### src/rtl/gs3_pkg.sv
package gs3_pkg;

	// width of the sweep count fields
	localparam int SWEEP_W = 7;

	// matrix store geometry
	localparam int NUM_ROWS = 3;
	localparam int NUM_COLS = 4;

	// column codes, also the code of the variable solved from that row
	localparam logic [1:0] COL_X   = 2'd0;
	localparam logic [1:0] COL_Y   = 2'd1;
	localparam logic [1:0] COL_Z   = 2'd2;
	localparam logic [1:0] COL_RHS = 2'd3;

	// last legal row of a load beat
	localparam logic [1:0] ROW_LAST = 2'd2;

	// item kinds
	localparam logic KIND_LOAD = 1'b0;
	localparam logic KIND_RUN  = 1'b1;

	typedef enum logic [3:0] {
		ST_IDLE,
		ST_NUM,
		ST_MUL_START,
		ST_MUL,
		ST_ACC,
		ST_DIV_START,
		ST_DIV,
		ST_DIV_END,
		ST_EMIT
	} gs3_state_t;

	typedef struct packed {
		logic               wr_row;
		logic               set_init;
		logic               num_init;
		logic               err_clr;
		logic               mul_start;
		logic               mul_step;
		logic               acc_add;
		logic               div_start;
		logic               div_step;
		logic               div_end;
		logic               emit;
		logic [1:0]         var_sel;
		logic [1:0]         col_sel;
		logic [SWEEP_W-1:0] sweep;
		logic               last;
	} gs3_cmd_t;

	typedef struct packed {
		logic mul_done;
		logic div_done;
	} gs3_stat_t;

	// j-th off-diagonal column of the row that solves variable v
	function automatic logic [1:0] other_col(input logic [1:0] v, input logic j);
		logic [1:0] c;
		case (v)
			COL_X:   c = j ? COL_Z : COL_Y;
			COL_Y:   c = j ? COL_Z : COL_X;
			COL_Z:   c = j ? COL_Y : COL_X;
			default: c = COL_X;
		endcase
		return c;
	endfunction

endpackage

### src/rtl/gs3_in_if.sv
interface gs3_in_if import gs3_pkg::*; #(
	parameter int DATA_WIDTH = 32
);
	logic                         valid;
	logic                         ready;
	logic                         kind;
	logic [1:0]                   row;
	logic signed [DATA_WIDTH-1:0] coef_x;
	logic signed [DATA_WIDTH-1:0] coef_y;
	logic signed [DATA_WIDTH-1:0] coef_z;
	logic signed [DATA_WIDTH-1:0] rhs;
	logic signed [DATA_WIDTH-1:0] init_y;
	logic signed [DATA_WIDTH-1:0] init_z;
	logic [SWEEP_W-1:0]           iterations;

	modport source (
		output valid, kind, row, coef_x, coef_y, coef_z, rhs, init_y, init_z, iterations,
		input  ready
	);

	modport sink (
		input  valid, kind, row, coef_x, coef_y, coef_z, rhs, init_y, init_z, iterations,
		output ready
	);
endinterface

### src/rtl/gs3_out_if.sv
interface gs3_out_if import gs3_pkg::*; #(
	parameter int DATA_WIDTH = 32
);
	logic                         valid;
	logic                         ready;
	logic [SWEEP_W-1:0]           sweep;
	logic signed [DATA_WIDTH-1:0] x_value;
	logic signed [DATA_WIDTH-1:0] y_value;
	logic signed [DATA_WIDTH-1:0] z_value;
	logic                         div_error;
	logic                         last;

	modport source (
		output valid, sweep, x_value, y_value, z_value, div_error, last,
		input  ready
	);

	modport sink (
		input  valid, sweep, x_value, y_value, z_value, div_error, last,
		output ready
	);
endinterface

### src/rtl/gs3_dpath.sv
module gs3_dpath import gs3_pkg::*; #(
	parameter int DATA_WIDTH = 32,
	parameter int FRAC_BITS  = 16
) (
	input  logic                  clk,
	input  logic                  arst_n,
	input  gs3_cmd_t              cmd,
	output gs3_stat_t             stat,
	input  logic [1:0]            row,
	input  logic [DATA_WIDTH-1:0] coef_x,
	input  logic [DATA_WIDTH-1:0] coef_y,
	input  logic [DATA_WIDTH-1:0] coef_z,
	input  logic [DATA_WIDTH-1:0] rhs,
	input  logic [DATA_WIDTH-1:0] init_y,
	input  logic [DATA_WIDTH-1:0] init_z,
	output logic [SWEEP_W-1:0]    sweep,
	output logic [DATA_WIDTH-1:0] x_value,
	output logic [DATA_WIDTH-1:0] y_value,
	output logic [DATA_WIDTH-1:0] z_value,
	output logic                  div_error,
	output logic                  last
);
	localparam int DW  = DATA_WIDTH;
	localparam int PW  = 2 * DW;
	localparam int SW  = DW + FRAC_BITS;
	// signed numerator width, two bits of headroom over the widest term
	localparam int NW  = ((PW > SW) ? PW : SW) + 2;
	localparam int MW  = NW - 1;
	localparam int MCW = $clog2(DW);
	localparam int DCW = $clog2(MW);
	localparam logic [MCW-1:0] MUL_LAST = MCW'(DW - 1);
	localparam logic [DCW-1:0] DIV_LAST = DCW'(MW - 1);

	logic [DW-1:0]  store_q [NUM_ROWS][NUM_COLS];
	logic [DW-1:0]  cur_q [NUM_ROWS];

	logic [DW-1:0]  rd_word;
	logic [DW-1:0]  rd_mag;
	logic [DW-1:0]  cur_word;
	logic [DW-1:0]  cur_mag;

	// shift-add multiplier
	logic [DW-1:0]  mcand_q;
	logic [PW:0]    prod_q;
	logic           psign_q;
	logic [MCW-1:0] mul_cnt_q;
	logic [DW:0]    mul_sum;
	logic [NW-1:0]  prod_ext;

	// numerator accumulator
	logic [NW-1:0]  acc_q;
	logic [NW-1:0]  acc_mag;

	// restoring divider
	logic [DW-1:0]  dmag_q;
	logic [MW-1:0]  num_q;
	logic [DW-1:0]  rem_q;
	logic [DW-1:0]  quo_q;
	logic           ovf_q;
	logic           rneg_q;
	logic [DCW-1:0] div_cnt_q;
	logic [DW:0]    rem_sh;
	logic [DW:0]    rem_diff;
	logic           div_ge;
	logic [DW-1:0]  lim;
	logic           sat;
	logic [DW-1:0]  div_res;

	logic           err_q;

	assign rd_word  = store_q[cmd.var_sel][cmd.col_sel];
	assign rd_mag   = rd_word[DW-1] ? (~rd_word + 1'b1) : rd_word;
	assign cur_word = cur_q[cmd.col_sel];
	assign cur_mag  = cur_word[DW-1] ? (~cur_word + 1'b1) : cur_word;

	assign mul_sum  = prod_q[PW:DW] + (prod_q[0] ? {1'b0, mcand_q} : '0);
	assign prod_ext = NW'(prod_q);

	assign acc_mag  = acc_q[NW-1] ? (~acc_q + 1'b1) : acc_q;

	assign rem_sh   = {rem_q, num_q[MW-1]};
	assign rem_diff = rem_sh - {1'b0, dmag_q};
	assign div_ge   = rem_sh >= {1'b0, dmag_q};

	// zero divisor runs as all-ones quotient, caught by the overflow path
	assign lim      = rneg_q ? {1'b1, {(DW-1){1'b0}}} : {1'b0, {(DW-1){1'b1}}};
	assign sat      = ovf_q | (quo_q > lim);
	assign div_res  = sat ? lim : (rneg_q ? (~quo_q + 1'b1) : quo_q);

	assign stat.mul_done = (mul_cnt_q == MUL_LAST);
	assign stat.div_done = (div_cnt_q == DIV_LAST);

	always_ff @(posedge clk or negedge arst_n) begin
		if (!arst_n) begin
			for (int r = 0; r < NUM_ROWS; r++) begin
				for (int c = 0; c < NUM_COLS; c++) begin
					store_q[r][c] <= '0;
				end
				cur_q[r] <= '0;
			end
			mul_cnt_q <= '0;
			div_cnt_q <= '0;
		end else begin
			if (cmd.wr_row) begin
				store_q[row][COL_X]   <= coef_x;
				store_q[row][COL_Y]   <= coef_y;
				store_q[row][COL_Z]   <= coef_z;
				store_q[row][COL_RHS] <= rhs;
			end
			if (cmd.set_init) begin
				cur_q[COL_Y] <= init_y;
				cur_q[COL_Z] <= init_z;
			end
			if (cmd.div_end) begin
				cur_q[cmd.var_sel] <= div_res;
			end
			if (cmd.mul_start) begin
				mul_cnt_q <= '0;
			end else if (cmd.mul_step) begin
				mul_cnt_q <= mul_cnt_q + 1'b1;
			end
			if (cmd.div_start) begin
				div_cnt_q <= '0;
			end else if (cmd.div_step) begin
				div_cnt_q <= div_cnt_q + 1'b1;
			end
		end
	end

	always_ff @(posedge clk) begin
		if (cmd.num_init) begin
			acc_q <= {{(NW-DW){rd_word[DW-1]}}, rd_word} << FRAC_BITS;
		end else if (cmd.acc_add) begin
			acc_q <= psign_q ? (acc_q + prod_ext) : (acc_q - prod_ext);
		end

		if (cmd.mul_start) begin
			mcand_q <= rd_mag;
			prod_q  <= {{(DW+1){1'b0}}, cur_mag};
			psign_q <= rd_word[DW-1] ^ cur_word[DW-1];
		end else if (cmd.mul_step) begin
			prod_q  <= {1'b0, mul_sum, prod_q[DW-1:1]};
		end

		if (cmd.div_start) begin
			num_q  <= acc_mag[MW-1:0];
			dmag_q <= rd_mag;
			rneg_q <= acc_q[NW-1] ^ rd_word[DW-1];
			rem_q  <= '0;
			quo_q  <= '0;
			ovf_q  <= 1'b0;
		end else if (cmd.div_step) begin
			num_q  <= {num_q[MW-2:0], 1'b0};
			rem_q  <= div_ge ? rem_diff[DW-1:0] : rem_sh[DW-1:0];
			quo_q  <= {quo_q[DW-2:0], div_ge};
			ovf_q  <= ovf_q | quo_q[DW-1];
		end

		if (cmd.err_clr) begin
			err_q <= 1'b0;
		end else if (cmd.div_end) begin
			err_q <= err_q | sat;
		end

		if (cmd.emit) begin
			sweep     <= cmd.sweep;
			x_value   <= cur_q[COL_X];
			y_value   <= cur_q[COL_Y];
			z_value   <= cur_q[COL_Z];
			div_error <= err_q;
			last      <= cmd.last;
		end
	end
endmodule

### src/rtl/gs3_ctrl.sv
module gs3_ctrl import gs3_pkg::*; #(
	parameter int MAX_SWEEPS = 64
) (
	input  logic               clk,
	input  logic               arst_n,
	input  logic               in_valid,
	output logic               in_ready,
	input  logic               kind,
	input  logic [1:0]         row,
	input  logic [SWEEP_W-1:0] iterations,
	output logic               out_valid,
	input  logic               out_ready,
	input  gs3_stat_t          stat,
	output gs3_cmd_t           cmd
);
	localparam logic [SWEEP_W-1:0] SWEEP_MAX = SWEEP_W'(MAX_SWEEPS);

	gs3_state_t         state_q, state_d;
	logic [SWEEP_W-1:0] n_q, n_d;
	logic [SWEEP_W-1:0] sweep_q, sweep_d;
	logic [1:0]         var_q, var_d;
	logic               prod_q, prod_d;
	logic               out_valid_q, out_valid_d;
	logic [SWEEP_W-1:0] iter_clamped;
	logic               out_free;

	assign iter_clamped = (iterations > SWEEP_MAX) ? SWEEP_MAX : iterations;
	assign out_free     = !out_valid_q || out_ready;
	assign out_valid    = out_valid_q;

	always_ff @(posedge clk or negedge arst_n) begin
		if (!arst_n) begin
			state_q     <= ST_IDLE;
			n_q         <= '0;
			sweep_q     <= '0;
			var_q       <= COL_X;
			prod_q      <= 1'b0;
			out_valid_q <= 1'b0;
		end else begin
			state_q     <= state_d;
			n_q         <= n_d;
			sweep_q     <= sweep_d;
			var_q       <= var_d;
			prod_q      <= prod_d;
			out_valid_q <= out_valid_d;
		end
	end

	always_comb begin
		state_d     = state_q;
		n_d         = n_q;
		sweep_d     = sweep_q;
		var_d       = var_q;
		prod_d      = prod_q;
		out_valid_d = out_valid_q && !out_ready;
		in_ready    = (state_q == ST_IDLE);
		cmd         = '0;
		cmd.var_sel = var_q;
		cmd.col_sel = var_q;
		cmd.sweep   = sweep_q;
		cmd.last    = (sweep_q == n_q);
		case (state_q)
			ST_IDLE: begin
				if (in_valid) begin
					if (kind == KIND_LOAD) begin
						cmd.wr_row = (row <= ROW_LAST);
					end else begin
						cmd.set_init = 1'b1;
						n_d          = iter_clamped;
						sweep_d      = SWEEP_W'(1);
						var_d        = COL_X;
						if (iter_clamped != '0) begin
							state_d = ST_NUM;
						end
					end
				end
			end
			ST_NUM: begin
				cmd.col_sel  = COL_RHS;
				cmd.num_init = 1'b1;
				cmd.err_clr  = (var_q == COL_X);
				prod_d       = 1'b0;
				state_d      = ST_MUL_START;
			end
			ST_MUL_START: begin
				cmd.col_sel   = other_col(var_q, prod_q);
				cmd.mul_start = 1'b1;
				state_d       = ST_MUL;
			end
			ST_MUL: begin
				cmd.mul_step = 1'b1;
				if (stat.mul_done) begin
					state_d = ST_ACC;
				end
			end
			ST_ACC: begin
				cmd.acc_add = 1'b1;
				if (prod_q) begin
					state_d = ST_DIV_START;
				end else begin
					prod_d  = 1'b1;
					state_d = ST_MUL_START;
				end
			end
			ST_DIV_START: begin
				cmd.div_start = 1'b1;
				state_d       = ST_DIV;
			end
			ST_DIV: begin
				cmd.div_step = 1'b1;
				if (stat.div_done) begin
					state_d = ST_DIV_END;
				end
			end
			ST_DIV_END: begin
				cmd.div_end = 1'b1;
				if (var_q == COL_Z) begin
					state_d = ST_EMIT;
				end else begin
					var_d   = var_q + 1'b1;
					state_d = ST_NUM;
				end
			end
			ST_EMIT: begin
				if (out_free) begin
					cmd.emit    = 1'b1;
					out_valid_d = 1'b1;
					var_d       = COL_X;
					if (sweep_q == n_q) begin
						state_d = ST_IDLE;
					end else begin
						sweep_d = sweep_q + 1'b1;
						state_d = ST_NUM;
					end
				end
			end
			default: begin
				state_d = ST_IDLE;
			end
		endcase
	end

`ifndef ASSERT_OFF
	a_emit_slot_free: assert property (@(posedge clk) disable iff (!arst_n)
		cmd.emit |-> (!out_valid_q || out_ready))
		else $error("result written over a beat not yet taken");

	a_last_to_idle: assert property (@(posedge clk) disable iff (!arst_n)
		(cmd.emit && cmd.last) |=> (state_q == ST_IDLE))
		else $error("run did not end after its last sweep");

	a_sweep_range: assert property (@(posedge clk) disable iff (!arst_n)
		(state_q != ST_IDLE) |-> (sweep_q != '0 && sweep_q <= n_q && n_q <= SWEEP_MAX))
		else $error("sweep count out of range");

	a_var_range: assert property (@(posedge clk) disable iff (!arst_n)
		(state_q != ST_IDLE) |-> (var_q != COL_RHS))
		else $error("variable index beyond z");

	a_valid_from_emit: assert property (@(posedge clk) disable iff (!arst_n)
		$rose(out_valid_q) |-> $past(cmd.emit))
		else $error("output valid raised without a result");
`endif
endmodule

### src/rtl/gauss_seidel_3x3_solver_core.sv
// gauss-seidel solver for a 3x3 system, signed fixed point (Q16.16 by default)
// req channel: a load beat (kind 0) writes row 0..2 of coefficients and rhs,
//   rows beyond two are dropped; a run beat (kind 1) sets y and z to init_y and
//   init_z and runs min(iterations, MAX_SWEEPS) sweeps, zero sweeps give no beat
// rsp channel: one beat per sweep with sweep number, x, y, z, div_error and
//   last on the final sweep of the run
// sweep timing is set by the bit-serial multiplier (one bit per cycle, six
//   products) and the restoring divider (one quotient bit per cycle, three
//   divisions); a load beat is written in the cycle it is accepted
// throughput: one run at a time, req.ready is high only between runs
// a stalled rsp holds the sweep result in the output register; the next sweep
//   is computed meanwhile and waits until the held beat is taken
// reset clears the matrix store and x, y, z to zero and leaves the block idle
module gauss_seidel_3x3_solver_core import gs3_pkg::*; #(
	parameter int DATA_WIDTH = 32,
	parameter int FRAC_BITS  = 16,
	parameter int MAX_SWEEPS = 64
) (
	input  logic      clk,
	input  logic      arst_n,
	gs3_in_if.sink    req,
	gs3_out_if.source rsp
);
	// command and status between sequencer and datapath
	gs3_cmd_t  cmd;
	gs3_stat_t stat;

	// sequencer: handshakes, sweep and variable counting, output valid
	gs3_ctrl #(
		.MAX_SWEEPS (MAX_SWEEPS)
	) u_ctrl (
		.clk        (clk),
		.arst_n     (arst_n),
		.in_valid   (req.valid),
		.in_ready   (req.ready),
		.kind       (req.kind),
		.row        (req.row),
		.iterations (req.iterations),
		.out_valid  (rsp.valid),
		.out_ready  (rsp.ready),
		.stat       (stat),
		.cmd        (cmd)
	);

	// datapath: matrix store, current solution, multiplier, divider, rsp payload
	gs3_dpath #(
		.DATA_WIDTH (DATA_WIDTH),
		.FRAC_BITS  (FRAC_BITS)
	) u_dpath (
		.clk       (clk),
		.arst_n    (arst_n),
		.cmd       (cmd),
		.stat      (stat),
		.row       (req.row),
		.coef_x    (req.coef_x),
		.coef_y    (req.coef_y),
		.coef_z    (req.coef_z),
		.rhs       (req.rhs),
		.init_y    (req.init_y),
		.init_z    (req.init_z),
		.sweep     (rsp.sweep),
		.x_value   (rsp.x_value),
		.y_value   (rsp.y_value),
		.z_value   (rsp.z_value),
		.div_error (rsp.div_error),
		.last      (rsp.last)
	);
endmodule
### src/flat_wrapper.sv
// flat-port wrapper written by rule: the top's interface ports become plain ports
module gauss_seidel_3x3_solver_core_flat import gs3_pkg::*;
#(
	parameter int DATA_WIDTH = 32,
	parameter int FRAC_BITS  = 16,
	parameter int MAX_SWEEPS = 64
)
  (clk, arst_n, req_valid, req_kind, req_row, req_coef_x, req_coef_y, req_coef_z, req_rhs, req_init_y, req_init_z, req_iterations, req_ready, rsp_valid, rsp_sweep, rsp_x_value, rsp_y_value, rsp_z_value, rsp_div_error, rsp_last, rsp_ready);
  gs3_in_if #(.DATA_WIDTH(DATA_WIDTH)) req_i ();
  gs3_out_if #(.DATA_WIDTH(DATA_WIDTH)) rsp_i ();
  input  logic clk;
  input  logic arst_n;
  input wire logic [$bits(req_i.valid)-1:0] req_valid;
  input wire logic [$bits(req_i.kind)-1:0] req_kind;
  input wire logic [$bits(req_i.row)-1:0] req_row;
  input wire logic [$bits(req_i.coef_x)-1:0] req_coef_x;
  input wire logic [$bits(req_i.coef_y)-1:0] req_coef_y;
  input wire logic [$bits(req_i.coef_z)-1:0] req_coef_z;
  input wire logic [$bits(req_i.rhs)-1:0] req_rhs;
  input wire logic [$bits(req_i.init_y)-1:0] req_init_y;
  input wire logic [$bits(req_i.init_z)-1:0] req_init_z;
  input wire logic [$bits(req_i.iterations)-1:0] req_iterations;
  output wire logic [$bits(req_i.ready)-1:0] req_ready;
  output wire logic [$bits(rsp_i.valid)-1:0] rsp_valid;
  output wire logic [$bits(rsp_i.sweep)-1:0] rsp_sweep;
  output wire logic [$bits(rsp_i.x_value)-1:0] rsp_x_value;
  output wire logic [$bits(rsp_i.y_value)-1:0] rsp_y_value;
  output wire logic [$bits(rsp_i.z_value)-1:0] rsp_z_value;
  output wire logic [$bits(rsp_i.div_error)-1:0] rsp_div_error;
  output wire logic [$bits(rsp_i.last)-1:0] rsp_last;
  input wire logic [$bits(rsp_i.ready)-1:0] rsp_ready;
  assign req_i.valid = req_valid;
  assign req_i.kind = req_kind;
  assign req_i.row = req_row;
  assign req_i.coef_x = req_coef_x;
  assign req_i.coef_y = req_coef_y;
  assign req_i.coef_z = req_coef_z;
  assign req_i.rhs = req_rhs;
  assign req_i.init_y = req_init_y;
  assign req_i.init_z = req_init_z;
  assign req_i.iterations = req_iterations;
  assign req_ready = req_i.ready;
  assign rsp_valid = rsp_i.valid;
  assign rsp_sweep = rsp_i.sweep;
  assign rsp_x_value = rsp_i.x_value;
  assign rsp_y_value = rsp_i.y_value;
  assign rsp_z_value = rsp_i.z_value;
  assign rsp_div_error = rsp_i.div_error;
  assign rsp_last = rsp_i.last;
  assign rsp_i.ready = rsp_ready;
  gauss_seidel_3x3_solver_core #(.DATA_WIDTH(DATA_WIDTH), .FRAC_BITS(FRAC_BITS), .MAX_SWEEPS(MAX_SWEEPS)) u_core (.clk(clk), .arst_n(arst_n), .req(req_i), .rsp(rsp_i));
endmodule
### config.mk
export PLATFORM = sky130hd
export DESIGN_NAME = gauss_seidel_3x3_solver_core_flat
export DESIGN_NICKNAME = d
export VERILOG_FILES = /design/src/rtl/gs3_pkg.sv /design/src/rtl/gs3_in_if.sv /design/src/rtl/gs3_out_if.sv /design/src/rtl/gs3_dpath.sv /design/src/rtl/gs3_ctrl.sv /design/src/rtl/gauss_seidel_3x3_solver_core.sv /design/src/flat_wrapper.sv
export SDC_FILE = /design/constraint.sdc
export NUM_CORES = 2
export LEC_CHECK = 0
export BUFFER_PORTS_ARGS = -buffer_cell sky130_fd_sc_hd__clkbuf_2
export CORE_MARGIN = 2
export CORE_UTILIZATION = 45
export DETAILED_ROUTE_END_ITERATION = 10
export GPL_TIMING_DRIVEN = 0
export PLACE_DENSITY_LB_ADDON = 0.12
export SYNTH_ARGS = -nofsm -noshare
export SYNTH_HDL_FRONTEND = slang
export SYNTH_SLANG_ARGS = --single-unit
### constraint.sdc
create_clock -name clk -period 10.5 [get_ports clk]
set_clock_uncertainty 0.1 [all_clocks]
set_input_delay 1.05 -clock clk [delete_from_list [all_inputs] [get_ports clk]]
set_output_delay 1.05 -clock clk [all_outputs]
set_load 0.05 [all_outputs]
==> reports/results.txt <==
met3 GRT Util - 0.0603
initial antenna violation count - 30
IR drop worst, VDD - 0.219 mV
number of global-route vias before repair - 41200
Die X - 346 um
RSZ-0062 raised after global routing - no
vias - 42800
GP Congestion - 0.949
final setup TNS - 0 ns
worst r2r src - u_core.u_ctrl.var_q[1]$_DFFE_PN0P_
M2 GR Usage - 0.489
CP startpoint - u_core.u_ctrl.var_q[1]$_DFFE_PN0P_
number of distinct library cells after synthesis - 102
syn nets - 5522
Yosys warning total - 0
wire per inst - 25.8 um
Post-Syn Area - 0.0526 sq mm
Final Setup Violations - 0
Final Slew Violations - 3
Post-Syn Area per Cell - 10.2 sq um
Longest Clk Path Bufs - 3
Internal - 12.4 mW
Gates resized, CTS repair - 0
sequential power share - 0.275
number of synthesized flops with an enable pin - 318
total track usage - 0.302
Primary FF master, synth - dfrtp_1
Hold/Removal Path Class - input port to asynchronous set/reset pin
met1 usage - 0.403
Post-CTS Setup Inserts - 0
Critical Path AT - 9.95 ns
Final nets - 5961
Post-synth ARST share - 0.543
failing checks - max-slew violations
CP max FO - 11
multi-input logic area - 0.0263 sq mm
Synth Instances - 5138
setup slack after layout - 0.872 ns
total CTS buffers - 106
Seq/Total Area, Yosys - 0.469
pre-CTS setup slack - 1.17 ns
most frequent cells in the layout - 740 x nand2_1, 514 x dfrtp_1, 417 x mux2_2
Worst Path Required - 10.82 ns
DRT Wirelength - 186000 um
CP startpoint kind - register
I/O pins - 313
DRC viols - 0
Cell Count Post-Placement - 6991
Die H - 346 um
clk_lat worst skew - 0.76 ns
Die ar. - 0.120 sq mm
CTS Hold Buffers Added - 0
Final HPWL DP - 141000 um
number of vias per cell - 5.94
Worst slew margin - -0.0228
Max-Cap Viols - 0
clock root buffer - clkbuf_16
most common cell after layout, fill and taps aside - nand2_1
CTS tree - yes
Clk pin slew, worst setup/hold paths - 0.07 ns
fillers - 10600
Lkg Pwr - 26.0 nW
Reg area - 0.0247 sq mm
GR peak layer - met2
Setup crit end kind - register
min cycle time layout - 9.63 ns
clock sink count - 946
Hold Vio Cnt, Final - 0
iteration-0 DRC count of the detailed router - 3875
Core ar. - 0.116 sq mm
switching share of power - 0.484
Starting Density - 0.454
Comb pwr share - 0.563
NetSw - 11.7 mW
Final Non-Filler Cells - 7202
CTS H-Tree Depth - 3
layout cell share with drive strength beyond 1 - 0.193
Antenna Nets Post-Route - 0
Crit Path Category - register to register
largest net degree at the start of global routing - 107
fin crit share - 0.917
Overflow after GRT - 0
Synth-to-Final Area Change - 14.3%
first-pass GRT wire length - 272000 um
FP Rows - 125
DR pass1 iterations - 6
Seq cells post-synth - 946
status - finished with violations
Fmax - 0.104 GHz
number of port buffers - 312
PwrDens - 401 mW/mm^2
slew at the pin closest to its max-slew limit - 1.53 ns
clock share of power - 0.162
==> per-stage QoR <==
stage	hold WS [ns]	utilization	area (sq um)	power [mW]
floorplan	0.309	-	52600	15.0
global placement	0.330	0.484	56100	19.7
detailed placement	0.337	0.487	56500	19.8
CTS	0.297	0.518	60100	23.8
global route	0.362	0.519	60200	25.4
finish	0.300	0.519	60200	24.1
==> power by group through the flow <==
| stage | Clock [mW] | Sequential, mW | Combinational, mW |
|---|---|---|---|
| final | 3.91 | 6.63 | 13.6 |
| after global routing | 4.11 | 6.72 | 14.5 |
| after CTS | 3.96 | 6.58 | 13.3 |
| after floorplan | 0 | 6.15 | 8.82 |
| after global placement | 0 | 6.63 | 13.1 |
| after detailed placement | 0 | 6.64 | 13.2 |
==> path summary, 6_finish.rpt <==
| path | to | slack (ns) | cells after the start |
|---|---|---|---|
| max in group asynchronous | u_core.u_ctrl.sweep_q[0]$_DFFE_PN0P_ | 8.51 | 3 |
| setup reg to reg | u_core.u_dpath.mcand_q[20]$_DFFE_PP_ | 0.87 | 25 |
| hold reg to reg | u_core.u_dpath.sweep[2]$_DFFE_PP_ | 0.35 | 0 |
| setup / recovery | u_core.u_dpath.mcand_q[20]$_DFFE_PP_ | 0.87 | 25 |
| min in group clk | u_core.u_dpath.sweep[2]$_DFFE_PP_ | 0.35 | 0 |
| hold / removal | u_core.u_dpath.store_q[131]$_DFFE_PN0P_ | 0.30 | 1 |
==> kinds of logic (layout without fill, tap and decap cells) <==
group | count (synthesis) | in the layout | synth area share
mux | 569 | 569 | 0.129
buf+inv | 399 | 929 | 0.0312
other cells | 0 | 10 | 0
simple gates | 1467 | 1467 | 0.128
fa+ha+maj | 178 | 178 | 0.0427
compound gates | 1267 | 1267 | 0.148
flops | 946 | 946 | 0.469
xor+xnor | 312 | 312 | 0.0519
==> cells in the mapped netlist (56+ instances only) <==
cell type    n  area, sq um
nand2_1    741         2780
dfrtp_1    514        12900
mux2_2     417         4700
o21ai_0    370         1850
a21oi_1    352         1760
edfxtp_1   318         9550
nor2_1     258          968
clkbuf_1   226          848
xor2_1     196         1720
ha_1       175         2190
xnor2_1    116         1020
dfxtp_1    114         2280
mux2i_1    106         1060
inv_1       99          372
a21o_1      98          736
nor3_1      88          440
a31oi_1     79          494
nand3_1     56          280
==> state kept, by name (all words and copies together), names as in the netlist, 2 cells and up <==
| name | flops |
|---|---|
| u_core.u_dpath.y_value | 32 |
| u_core.u_ctrl.var_q | 2 |
| u_core.u_dpath.x_value | 32 |
| u_core.u_dpath.cur_q | 96 |
| u_core.u_dpath.mul_cnt_q | 5 |
| u_core.u_ctrl.sweep_q | 7 |
| u_core.u_dpath.dmag_q | 32 |
| u_core.u_dpath.z_value | 32 |
| u_core.u_ctrl.state_q | 4 |
| u_core.u_dpath.rem_q | 32 |
| u_core.u_dpath.acc_q | 66 |
| u_core.u_dpath.sweep | 7 |
| u_core.u_dpath.num_q | 65 |
| u_core.u_dpath.mcand_q | 32 |
| u_core.u_ctrl.n_q | 7 |
| u_core.u_dpath.div_cnt_q | 7 |
| u_core.u_dpath.store_q | 384 |
| u_core.u_dpath.quo_q | 32 |
| u_core.u_dpath.prod_q | 64 |
==> worst max-delay path, stage by stage, from the launching register on <==
cell	delay, ns
dfrtp_1	0.42
buf_2	0.21
buf_4	0.22
buf_4	0.24
buf_4	0.25
inv_1	0.30
clkbuf_1	0.76
ha_1	0.53
mux2_2	0.33
nor2_8	0.10
nor2_8	0.31
buf_6	0.26
buf_4	0.29
buf_6	0.22
clkbuf_1	0.69
buf_2	0.47
buf_1	0.74
a21oi_1	0.16
a21oi_1	0.93
ha_1	0.34
and4_1	0.17
buf_2	0.19
nand3_1	0.14
nor3_2	0.25
a21oi_1	0.12
xor2_1	0.49
==> cell type report <==
cell class / count / area share
Antenna cell: 10 / 0.000416
Buffer: 297 / 0.0209
Clock buffer: 145 / 0.0502
Clock inverter: 54 / 0.0110
Inverter: 102 / 0.00649
Multi-Input combinational cell: 3793 / 0.438
Sequential cell: 946 / 0.410
Tap cell: 1524 / 0.0317
Timing Repair Buffer: 331 / 0.0314
==> routing by layer <==
| layer | vias up | routed length, um |
|---|---|---|
| met5 | - | 218 |
| met4 | 34 | 6630 |
| met3 | 355 | 13700 |
| met2 | 1534 | 86700 |
| met1 | 21300 | 78400 |
| li1 | 19500 | - |
(Power assumes the default switching activity.)
